**src/rtl/bdpc_pkg.sv**
```systemverilog
// Shared types and constants for the button debounce and press counter.
// Used by bdpc_core and button_debounce_press_counter; depends on nothing.
package bdpc_pkg;

  localparam int unsigned TIME_BITS_DEF  = 32;
  localparam int unsigned COUNT_BITS_DEF = 8;

  localparam int unsigned CFG_INDEX_W = 8;
  localparam int unsigned CFG_DATA_W  = 16;

  localparam logic [CFG_INDEX_W-1:0] REG_DEBOUNCE     = 8'd0;
  localparam logic [CFG_INDEX_W-1:0] REG_ACTION_DELAY = 8'd1;

  localparam logic [CFG_DATA_W-1:0] DEBOUNCE_RESET     = 16'd50;
  localparam logic [CFG_DATA_W-1:0] ACTION_DELAY_RESET = 16'd100;

  localparam logic CMD_SAMPLE = 1'b0;
  localparam logic CMD_CLEAR  = 1'b1;

  typedef struct packed {
    logic [CFG_DATA_W-1:0] debounce_ms;
    logic [CFG_DATA_W-1:0] action_delay_ms;
  } cfg_t;

  typedef struct packed {
    logic        cmd;
    logic        level;
    logic [31:0] now_ms;
  } item_t;

  typedef struct packed {
    logic [31:0] last_duration;
    logic [7:0]  press_count;
    logic        action_ready;
    logic        stable_level;
  } result_t;

endpackage

```
**src/rtl/bdpc_core.sv**
```systemverilog
// Debounce and press-session state with the per-item update logic.
// Depends on bdpc_pkg; instantiated by button_debounce_press_counter.
module bdpc_core #(
  parameter int unsigned TIME_BITS  = bdpc_pkg::TIME_BITS_DEF,
  parameter int unsigned COUNT_BITS = bdpc_pkg::COUNT_BITS_DEF
) (
  input  logic              clk_i,
  input  logic              rst_ni,
  input  logic              step_i,
  input  bdpc_pkg::item_t   item_i,
  input  bdpc_pkg::cfg_t    cfg_i,
  output bdpc_pkg::result_t result_o
);

  logic                  prev_raw_q, prev_raw_d;
  logic                  stable_q, stable_d;
  logic [TIME_BITS-1:0]  change_time_q, change_time_d;
  logic [TIME_BITS-1:0]  press_start_q, press_start_d;
  logic                  press_seen_q, press_seen_d;
  logic [TIME_BITS-1:0]  duration_q, duration_d;
  logic [COUNT_BITS-1:0] count_q, count_d;
  logic                  flag_q, flag_d;

  logic [63:0]           now_ext;
  logic [TIME_BITS-1:0]  now_t;
  logic [TIME_BITS-1:0]  since_change;
  logic [TIME_BITS-1:0]  since_press;
  logic [TIME_BITS-1:0]  since_press_d;
  logic [63:0]           dur_ext;
  logic [15:0]           count_ext;

  assign now_ext      = 64'(item_i.now_ms);
  assign now_t        = now_ext[TIME_BITS-1:0];
  assign since_change = now_t - change_time_d;
  assign since_press  = now_t - press_start_q;

  always_comb begin
    prev_raw_d    = prev_raw_q;
    stable_d      = stable_q;
    change_time_d = change_time_q;
    press_start_d = press_start_q;
    press_seen_d  = press_seen_q;
    duration_d    = duration_q;
    count_d       = count_q;
    flag_d        = flag_q;
    since_press_d = since_press;
    if (item_i.cmd == bdpc_pkg::CMD_CLEAR) begin
      flag_d     = 1'b0;
      duration_d = '0;
      count_d    = '0;
    end else begin
      if (item_i.level != prev_raw_q) begin
        change_time_d = now_t;
      end
      if ((since_change > TIME_BITS'(cfg_i.debounce_ms)) && (item_i.level != stable_q)) begin
        stable_d = item_i.level;
        if (item_i.level) begin
          press_start_d = now_t;
          press_seen_d  = 1'b1;
          since_press_d = '0;
        end else begin
          duration_d = since_press;
          count_d    = count_q + COUNT_BITS'(1);
        end
      end
      if (!flag_q && press_seen_d && (duration_d != '0) &&
          (since_press_d > TIME_BITS'(cfg_i.action_delay_ms))) begin
        flag_d = 1'b1;
      end
      prev_raw_d = item_i.level;
    end
  end

  always_ff @(posedge clk_i or negedge rst_ni) begin
    if (!rst_ni) begin
      prev_raw_q    <= 1'b0;
      stable_q      <= 1'b0;
      change_time_q <= '0;
      press_start_q <= '0;
      press_seen_q  <= 1'b0;
      duration_q    <= '0;
      count_q       <= '0;
      flag_q        <= 1'b0;
    end else if (step_i) begin
      prev_raw_q    <= prev_raw_d;
      stable_q      <= stable_d;
      change_time_q <= change_time_d;
      press_start_q <= press_start_d;
      press_seen_q  <= press_seen_d;
      duration_q    <= duration_d;
      count_q       <= count_d;
      flag_q        <= flag_d;
    end
  end

  assign dur_ext   = 64'(duration_d);
  assign count_ext = 16'(count_d);

  assign result_o.stable_level  = stable_d;
  assign result_o.action_ready  = flag_d;
  assign result_o.press_count   = count_ext[7:0];
  assign result_o.last_duration = dur_ext[31:0];

endmodule

```
**src/rtl/button_debounce_press_counter.sv**
```systemverilog
// Top level of the button debounce and press counter: handshakes, registers, checks.
// Depends on bdpc_pkg and bdpc_core.
//
// Channel   Direction  Handshake             Contents
// s_axis    in         tvalid/tready         one switch sample or clear item
// m_axis    out        tvalid/tready         one result item per input item
// cfg       in         cfg_valid/cfg_ready   register index and 16-bit value
//
// An item passes from acceptance to result through an input register, then
// the state update and the result register. One item is accepted every cycle
// while the output is taken; a stalled output holds one result and one item in
// the input register before s_axis_tready falls. Asynchronous reset clears the
// valid flags and core state, not in_q or out_q; config returns to 50 and 100 ms.
module button_debounce_press_counter #(
  parameter int unsigned TIME_BITS  = bdpc_pkg::TIME_BITS_DEF,
  parameter int unsigned COUNT_BITS = bdpc_pkg::COUNT_BITS_DEF
) (
  input  logic                             clk_i,
  input  logic                             rst_ni,
  input  logic                             s_axis_tvalid,
  output logic                             s_axis_tready,
  // level [0], now_ms [32:1], zero [39:33]
  input  logic [39:0]                      s_axis_tdata,
  // cmd [0]
  input  logic [0:0]                       s_axis_tuser,
  output logic                             m_axis_tvalid,
  input  logic                             m_axis_tready,
  // stable_level [0], action_ready [1], press_count [9:2],
  // last_duration [41:10], zero [47:42]
  output logic [47:0]                      m_axis_tdata,
  input  logic                             cfg_valid_i,
  output logic                             cfg_ready_o,
  input  logic [bdpc_pkg::CFG_INDEX_W-1:0] cfg_index_i,
  input  logic [bdpc_pkg::CFG_DATA_W-1:0]  cfg_data_i
);

  logic              in_valid_q;
  bdpc_pkg::item_t   in_q;
  logic              out_valid_q;
  bdpc_pkg::result_t out_q;
  bdpc_pkg::result_t core_result;
  bdpc_pkg::cfg_t    cfg_q;
  logic              out_adv;
  logic              core_step;
  logic              in_fire;

  assign out_adv       = !out_valid_q || m_axis_tready;
  assign core_step     = in_valid_q && out_adv;
  assign s_axis_tready = !in_valid_q || out_adv;
  assign in_fire       = s_axis_tvalid && s_axis_tready;
  assign cfg_ready_o   = 1'b1;

  always_ff @(posedge clk_i or negedge rst_ni) begin
    if (!rst_ni) begin
      cfg_q.debounce_ms     <= bdpc_pkg::DEBOUNCE_RESET;
      cfg_q.action_delay_ms <= bdpc_pkg::ACTION_DELAY_RESET;
    end else if (cfg_valid_i) begin
      case (cfg_index_i)
        bdpc_pkg::REG_DEBOUNCE:     cfg_q.debounce_ms     <= cfg_data_i;
        bdpc_pkg::REG_ACTION_DELAY: cfg_q.action_delay_ms <= cfg_data_i;
        default: ;
      endcase
    end
  end

  always_ff @(posedge clk_i or negedge rst_ni) begin
    if (!rst_ni) begin
      in_valid_q  <= 1'b0;
      out_valid_q <= 1'b0;
    end else begin
      if (s_axis_tready) begin
        in_valid_q <= s_axis_tvalid;
      end
      if (out_adv) begin
        out_valid_q <= in_valid_q;
      end
    end
  end

  always_ff @(posedge clk_i) begin
    if (in_fire) begin
      in_q.cmd    <= s_axis_tuser[0];
      in_q.level  <= s_axis_tdata[0];
      in_q.now_ms <= s_axis_tdata[32:1];
    end
    if (core_step) begin
      out_q <= core_result;
    end
  end

  bdpc_core #(
    .TIME_BITS  (TIME_BITS),
    .COUNT_BITS (COUNT_BITS)
  ) u_core (
    .clk_i    (clk_i),
    .rst_ni   (rst_ni),
    .step_i   (core_step),
    .item_i   (in_q),
    .cfg_i    (cfg_q),
    .result_o (core_result)
  );

  assign m_axis_tvalid = out_valid_q;
  assign m_axis_tdata  = {6'b0, out_q.last_duration, out_q.press_count,
                          out_q.action_ready, out_q.stable_level};

  a_clear_result: assert property (@(posedge clk_i) disable iff (!rst_ni)
    (core_step && in_q.cmd == bdpc_pkg::CMD_CLEAR) |=>
      (!out_q.action_ready && out_q.press_count == 8'd0 && out_q.last_duration == 32'd0))
    else $error("clear item did not zero the result");

  a_input_hold: assert property (@(posedge clk_i) disable iff (!rst_ni)
    (in_valid_q && !out_adv) |=> (in_valid_q && $stable(in_q)))
    else $error("input register changed while the output was stalled");

  a_ready_only_full: assert property (@(posedge clk_i) disable iff (!rst_ni)
    !s_axis_tready |-> (in_valid_q && out_valid_q))
    else $error("input stalled with room in the pipeline");

endmodule
```
**config.mk**
```make
export PLATFORM = sky130hd
export DESIGN_NAME = button_debounce_press_counter
export DESIGN_NICKNAME = d
export VERILOG_FILES = /design/src/rtl/bdpc_pkg.sv /design/src/rtl/bdpc_core.sv /design/src/rtl/button_debounce_press_counter.sv
export SDC_FILE = /design/constraint.sdc
export NUM_CORES = 1
export LEC_CHECK = 0
export ABC_AREA = 1
export BUFFER_PORTS_ARGS = -buffer_cell sky130_fd_sc_hd__buf_4
export CAP_MARGIN = 30
export CORE_AREA = 2 2 254 193
export CTS_BUF_LIST = sky130_fd_sc_hd__clkbuf_4 sky130_fd_sc_hd__clkbuf_8 sky130_fd_sc_hd__clkbuf_16
export DETAILED_ROUTE_END_ITERATION = 8
export DIE_AREA = 0 0 256 195
export PLACE_DENSITY = 0.56
export SLEW_MARGIN = 20
export SYNTH_ARGS = -nofsm -noshare
export SYNTH_HDL_FRONTEND = slang
export SYNTH_SLANG_ARGS = --single-unit
```
**constraint.sdc**
```tcl
create_clock -name clk_i -period 6.3 [get_ports clk_i]
set_clock_uncertainty 0.15 [all_clocks]
set_input_delay 0.63 -clock clk_i [delete_from_list [all_inputs] [get_ports clk_i]]
set_output_delay 0.63 -clock clk_i [all_outputs]
set_load 0.02 [all_outputs]
```
**Word level (Yosys, flattened, before mapping)**

Cells that the tools add are included.

- Add/sub/neg operators: 3
- Order comparisons: 2
- Equal/unequal tests: 3
- Mux-type cells: 19
- Bitwise logic cells: 1
- Reduce and logical (&&, ||, !) cells: 17

Operator list:

| operator | count |
|---|---|
| two-way mux 32 bit | 9 |
| > comparator 32 x 16 -> 1 bit | 2 |
| subtractor 32 bit | 2 |
| nonzero test 32 bit | 1 |
| two-way mux 8 bit | 3 |
| adder 8 x 1 -> 8 bit, second input constant | 1 |
| == test 8 x 1 -> 1 bit, second input constant | 1 |
| logical NOT 8 bit | 1 |
| two-way mux 1 bit | 7 |
| logical AND 1 bit | 6 |
| AND reduction 2 bit | 3 |
| AND reduction 4 bit | 1 |
| logical NOT 1 bit | 3 |
| logical OR 1 bit | 2 |
| inequality test 1 bit | 2 |
| NOT 1 bit | 1 |

- Bits in registers: 218
- Bits of input ports: 70
- Output and inout bits: 51
- Word-level logic and storage cells: 64

**Depth between registers and ports, before layout**

Gate-level depths: netlist of run 1.

- Depth after elaboration: 13
- Gate-level depth with buffers: 53
- Gate-level depth less buffers: 46

**Modules after synthesis**

A second synthesis of run 1 with hierarchy kept.

- Cell total of the unflattened synthesis: 1850
- Area, all modules: 13888.3 um2

By module, submodules not included:

| module | times used | cells each | area each (um2) | sequential area each (um2) |
|---|---|---|---|---|
| bdpc_core | 1 | 1598 | 10112.2 | 2702.6 |
| button_debounce_press_counter | 1 | 252 | 3776.1 | 3140.5 |

**Least setup slack after synthesis of run 1**

No wires, ideal clock.

- Path kind: register -> register
- Start point: reg in_q[32] (netlist name)
- End point: reg out_q (netlist bit m_axis_tdata[1]), data pin
- Setup time: 259 ps
- Arrival: 5906 ps
- Data required time: 5891 ps
- Path slack: -14 ps
- Stages on the path, launching flop included: 54
- Buffers on the path: 7
- Period minus slack after synthesis: 6314 ps
- Cell sequence: edfxtp_1 -> buf_4 -> inv_2 -> nand2_2 -> nand3_2 -> buf_6 -> buf_6 -> buf_1 -> clkbuf_1 -> nand2_1 -> o21ai_0 -> ha_1 -> inv_1 -> ha_1 -> inv_1 -> nand2_1 -> nand2_1 -> nand2_2 -> [... 18 more ...] -> buf_2 -> nand2_1 -> inv_2 -> buf_1 -> nor2_1 -> ha_1 -> inv_1 -> nor2_1 -> nor2_1 -> o21ai_0 -> nand2_1 -> o211ai_1 -> a221oi_1 -> a41oi_1 -> a21oi_1 -> a21oi_1 -> nand2_1 -> a21oi_1

RTL lines:

| item | RTL line | text |
|---|---|---|
| start, declared | button_debounce_press_counter.sv:38 | `bdpc_pkg::item_t in_q;` |
| end signal, assigned | button_debounce_press_counter.sv:87 | `out_q <= core_result;` |
| end, declared | button_debounce_press_counter.sv:40 | `bdpc_pkg::result_t out_q;` |

==> out/metrics.cfg, run 1 <==
[timing]
rsz0062_at_grt=no
relSlewSlack_pct=40.37
setup_violations=0
final-max-slew-violation-count=0
finalHoldViolCount=0
post-route-period-util_pct=93.11
fmax_mhz=170.5
worst_pin_slew_ns=0.8922
setup_tns_ns=0
min_period_ns=5.866

[routing]
firstDrtPassIters=5
totalWireLength_um=39460
wire_per_inst_um=15.14
num_vias=12060
dr.first_iter.drc_count=736
ant_nets=0
viasPerCell=4.627
drc=0

[synth]
avgSynthCellArea_um2=7.680
synth_seq_area_share_pct=41.46
ys_types=52
ys_ff_latch=218
syn-instance-count=1835
ys_warn_count=0
netlist_area_um2=14090

[final_layout]
mostFrequentLayoutCells=nand2_1, inv_1, nor2_1
layout-drive-gt1-share_pct=13.62
diodes=0
final_cells=2607
register_area_um2=5843
n_fill_cell=4962
area.growth.synth_to_final_pct=17.97
multi_input_area_um2=7018
final_common_cell=nand2_1
nets=2105

[placed_design]
dp_hpwl_um=31230
gp_congestion=0.9104
io_buffers=106
place_inst=2550

[critical_path]
critical_path_peak_fanout=16
cp_top_family=simple AND/OR/NAND/NOR gates
slowest_delay_ns=0.45
crit_arrival_ns=6.02
crit_type=reg2reg
cp-end-kind=register
worst_path_max_delay_cell=edfxtp_1
cpMostUsedCell=nand2_1
startpoint_type=register
path_buf_inv=4
worstPathRequired_ns=6.45

[grt]
grt_usage_pct=15.73
grt_pass1_wl_um=63030
grt_pass1_vias=11630
gr-total-overflow=0
antenna_found_initial=0
grt_start_max_net_pins=93

[clock_network]
cts_tree=yes
clock_latency_ns=0.56
clk_pin_slew_ns=0.07
ctsLongestPathBuffers=3
cts_buffers=25
cts_sinks=218
clk_root_buffer_cell=clkbuf_16
htreeDepth=1

[floorplanning]
die_area_um2=49920
fp.dieW_um=256
chipHeight_um=195
core_area_um2=47220
num_rows=69
initial_core_util_pct=29.84
io_pins=121

[run_status]
status=finished clean

[power_and_ir_drop]
ir_drop_uv=216.2
power.leakage_nw=8.038
powerDensity_nw_per_um2=465.0

[job]
max_cap_violations=0

[hold_path]
hp-class=in2reg

## worst paths after layout
kind / from / endpoint / slack, ns / depth (start not counted)
worst max-delay path: in_q[32] / m_axis_tdata[1] / 0.43 / 33
worst min-delay path: s_axis_tdata[5] / in_q[4] / 0.09 / 1
worst max register to register: in_q[32] / m_axis_tdata[1] / 0.43 / 33
worst min register to register: u_core.press_seen_q / u_core.press_seen_q / 0.32 / 2
max in group asynchronous: rst_ni / u_core.duration_q[6] / 4.71 / 3
min in group asynchronous: rst_ni / cfg_q[0] / 0.33 / 2
## power by group
| group | switching [mW] | total (mW) | internal (mW) | leakage, nW |
|---|---|---|---|---|
| Sequential | 0.171 | 2.03 | 1.85 | 2.53 |
| Combinational | 2.71 | 4.25 | 1.54 | 5.11 |
| Clock | 0.617 | 1.46 | 0.842 | 0.404 |
| Total | 3.49 | 7.73 | 4.24 | 8.04 |
## stage by stage
step | worst slack (ns) | util, % | total power, mW | cell area, um2 | hold slack, ns
6_report | 0.4339 | 35.21 | 7.731 | 16630 | 0.09084
5_1_grt | 0.02281 | 35.21 | 8.451 | 16630 | 0.06619
4_1_cts | 0.2016 | 34.78 | 7.686 | 16430 | 0.02923
3_5_place_dp | 0.2330 | 33.07 | 6.189 | 15620 | 0.3028
3_3_place_gp | 0.1867 | 33.03 | 6.118 | 15600 | 0.3024
2_1_floorplan | 0.1571 | - | 5.025 | 14110 | 0.1844
## synth_stat cells, drive strengths merged
master    n  share of area [%]
dfstp     6                1.1
mux2i    19                1.3
nor2    180                5.1
and3      2              0.089
fa        1               0.14
a211oi    2               0.11
nand2   483                 13
o211a     1              0.071
a221oi    1              0.062
clkbuf   24               0.64
a41oi     1              0.062
o21a      3               0.16
mux2      2               0.16
o21bai   11               0.59
o221ai    2               0.12
o211ai    4               0.21
nand3b    4               0.21
or2       2              0.089
ha       85                7.5
dfrtp   136                 24
nor4      7               0.31
a21boi    5               0.27
nor3     33                1.3
nand3    99                4.1
buf      32                1.5
xnor2    23                1.4
edfxtp   76                 16
or4       1              0.053
a21oi   114                4.0
a31oi     5               0.22
o21ai   157                5.6
o311ai    1              0.062
xor2     23                1.4
nand4    11               0.49
conb      2              0.053
inv     274                7.3
a21o      3               0.16
## logic make-up after synthesis
group	Yosys count	synth area share, %
and+or+nand+nor	822	25.22
buffers and inverters	330	9.464
AOI/OAI and AO/OA	310	11.75
DFF	218	41.46
adders and majority gates	86	7.688
xor gates and xnor gates	46	2.859
muxes	21	1.509
other	2	0.05329
## per-layer routing
layer / up-vias / GRT usage [%] / share of wire, %
li1: 6158 / - / -
met1: 5617 / 23.48 / 51
met2: 233 / 24.01 / 42
met3: 54 / 2.298 / 4.7
met4: 0 / 3.357 / 2.0
met5: - / 0 / 0
## cell type report
cell class | count | share of cell area [%]
tap | 639 | 4.809
inverter | 274 | 6.224
sequential | 218 | 35.14
clock inverter | 15 | 0.8429
clock buffer | 31 | 4.034
timing repair buffer | 138 | 6.735
multi-input combinational | 1292 | 42.21
## flip-flops by register name (all words and copies together) (netlist names), 8 cells and up
name / cells
u_core.count_q: 8
u_core.press_start_q: 32
in_q: 34
u_core.change_time_q: 32
u_core.duration_q: 32
m_axis_tdata: 42
cfg_q: 32
## what timing repair did
action | CTS | global route
setup buffers | 0 | 8
hold endpoints to repair | 0 | 15
resized for setup | 0 | 21
setup endpoints to repair | 0 | 2
hold buffers | 0 | 1
No activity file was read; power rests on OpenSTA's default activity.
==> run 2: changes to the inputs <==
--- a/config.mk
+++ b/config.mk
@@ -13,6 +13,7 @@
 export DETAILED_ROUTE_END_ITERATION = 8
 export DIE_AREA = 0 0 256 195
 export PLACE_DENSITY = 0.56
+export SETUP_SLACK_MARGIN = 0.5
 export SLEW_MARGIN = 20
 export SYNTH_ARGS = -nofsm -noshare
 export SYNTH_HDL_FRONTEND = slang
==> run 2 against run 1 <==
Net effect: clock power up 9%; critical endpoint unchanged; hold slack better by 0.0026 ns; largest cell class unchanged; count of clock-buffer cells in the layout down 4; worst setup slack better by 0.12 ns; sequential share of layout area down 1.1 points; global-route usage up 0.50 points; critical path type unchanged; via count up 2.5%; largest power group unchanged.
==> out/metrics.cfg, run 2 (same netlist as run 1, synthesis figures left out) <==
[power_and_ir_drop]
ir_drop_uv=199.3  ; -7.8%
powerDensity_nw_per_um2=482.1  ; +3.7%
power.leakage_nw=8.194  ; +1.9%

[placed_design]
io_buffers=106  ; unchanged
dp_hpwl_um=31790  ; +1.8%
gp_congestion=0.9266  ; +1.8%

[timing]
relSlewSlack_pct=39.07  ; -1.3 points
setup_tns_ns=0  ; unchanged
final-max-slew-violation-count=0  ; unchanged
fmax_mhz=174.0  ; +2.1%
post-route-period-util_pct=91.24  ; -1.9 points
worst_pin_slew_ns=0.9118  ; +0.01958 ns
finalHoldViolCount=0  ; unchanged
rsz0062_at_grt=yes
whs_ns=0.09342  ; +0.002584 ns
min_period_ns=5.748  ; -0.1179 ns
setup_violations=0  ; unchanged

[critical_path]
worstPathRequired_ns=6.45  ; about the same
crit_arrival_ns=5.90  ; -0.12 ns
crit_type=reg2reg
worst_path_max_delay_cell=edfxtp_1
cp-end-kind=register
critical_path_peak_fanout=6  ; -10
cpMostUsedCell=nand2_1
slowest_delay_ns=0.44  ; about the same
startpoint_type=register

[clock_network]
ctsLongestPathBuffers=3  ; unchanged
cts_tree=yes
clock_latency_ns=0.56  ; about the same
cts_buffers=25  ; unchanged
clk_pin_slew_ns=0.07  ; about the same
htreeDepth=1  ; unchanged
cts_sinks=218  ; unchanged
clk_root_buffer_cell=clkbuf_16

[run_status]
status=finished clean

[final_layout]
mostFrequentLayoutCells=nand2_1, inv_1, nor2_1
final_common_cell=nand2_1
nets=2123  ; +0.86%
largest_reg_flops=42  ; unchanged
layout-drive-gt1-share_pct=16.77  ; +3.1 points
n_fill_cell=4833  ; -2.6%
area.growth.synth_to_final_pct=21.93
diodes=0  ; unchanged

[routing]
viasPerCell=4.708  ; +1.8%
num_vias=12360  ; +2.5%
firstDrtPassIters=5  ; unchanged
totalWireLength_um=41430  ; +5.0%
ant_nets=0  ; unchanged
drc=0  ; unchanged
dr.first_iter.drc_count=951  ; +29%
wire_per_inst_um=15.78  ; +4.3%

[grt]
grt_usage_pct=16.23  ; +0.50 points
grt_pass1_vias=11770  ; +1.2%
grt_start_max_net_pins=78  ; -16%
antenna_found_initial=0  ; unchanged
grt_pass1_wl_um=64780  ; +2.8%
gr-total-overflow=0  ; unchanged

[floorplanning]
fp.dieW_um=256  ; unchanged
die_area_um2=49920  ; unchanged
io_pins=121  ; unchanged
chipHeight_um=195  ; unchanged
core_area_um2=47220  ; unchanged
initial_core_util_pct=29.84  ; unchanged
num_rows=69  ; unchanged

[job]
max_cap_violations=0  ; unchanged

[hold_path]
hp-class=in2reg

==> run 2: changes by cell type in the layout (fill, tap and decap cells not counted), sizes merged <==
cell      change
bufinv        +3
buf          +16
nand3         +1
clkbuf        -4
inv           +2
clkinvlp      +1
clkinv        -1
==> run 2: metrics by stage <==
stage	instance area [um2]	power [mW]	utilization (%)	cells	setup slack, ns
after floorplan	14130	5.028	-	1840	0.5209
after global placement	15630	6.156	33.09	2556	0.1557
after detailed placement	15660	6.243	33.15	2557	0.1219
after CTS	16810	8.019	35.59	2615	0.4760
after global routing	17180	8.980	36.39	2625	0.1575
final	17180	8.285	36.39	2625	0.5518
==> run 2: worst paths after layout <==
| check | from | endpoint | slack [ns] | cells past startpoint |
|---|---|---|---|---|
| worst max-delay path | in_q[32] | m_axis_tdata[1] | 0.55 | 38 |
| worst min-delay path | s_axis_tdata[15] | in_q[14] | 0.09 | 1 |
| worst max register to register | in_q[32] | m_axis_tdata[1] | 0.55 | 38 |
| worst min register to register | u_core.press_seen_q | u_core.press_seen_q | 0.33 | 2 |
| max in group asynchronous | rst_ni | cfg_q[2] | 4.27 | 4 |
| min in group asynchronous | rst_ni | m_axis_tvalid | 0.51 | 2 |
==> run 2: repair_timing <==
| item | in CTS | in global routing |
|---|---|---|
| setup endpoints to repair | 2 | 4 |
| pin swaps | 10 | 39 |
| gates cloned | 1 | 1 |
| buffers inserted | 10 | 8 |
| hold endpoints to repair | 5 | 0 |
| hold buffers | 1 | 0 |
| resized for setup | 37 | 61 |
==> run 2: critical path: cells and delay by family, from the launching register on <==
family	cells	cell delay, ns
compound gates	9	1.23
xor+xnor	1	0.19
fa+ha+maj	3	0.83
buf+inv	6	0.56
flops	1	0.44
mux	1	0.27
simple gates	18	1.81
==> run 2: where the power goes <==
group | leakage, nW | internal [mW] | total, mW | switching (mW)
Clock | 0.434 | 0.955 | 1.59 | 0.639
Sequential | 2.53 | 1.85 | 2.04 | 0.181
Combinational | 5.23 | 1.74 | 4.66 | 2.92
Total | 8.19 | 4.55 | 8.28 | 3.74
==> run 2: area by class of cell <==
cell class	count	area [um2]	share of cell area, %
multi-input cells	1293	7362	42.84
inverters	274	1040	6.051
well taps	639	799.5	4.653
repair buffers	154	1239	7.208
repair inverters	1	6.256	0.03641
flip-flops and latches	218	5844	34.01
clock inverters	19	246.5	1.434
clock buffers	27	646.9	3.764
==> run 2: metal layers <==
metal  vias up  track usage (%)  routed length (um)
met4         0            3.574                 868
met1      5786            24.93               21240
met2       317            23.82               17180
met3        57            2.414                2140
met5         -                0                   0
li1       6199                -                   -
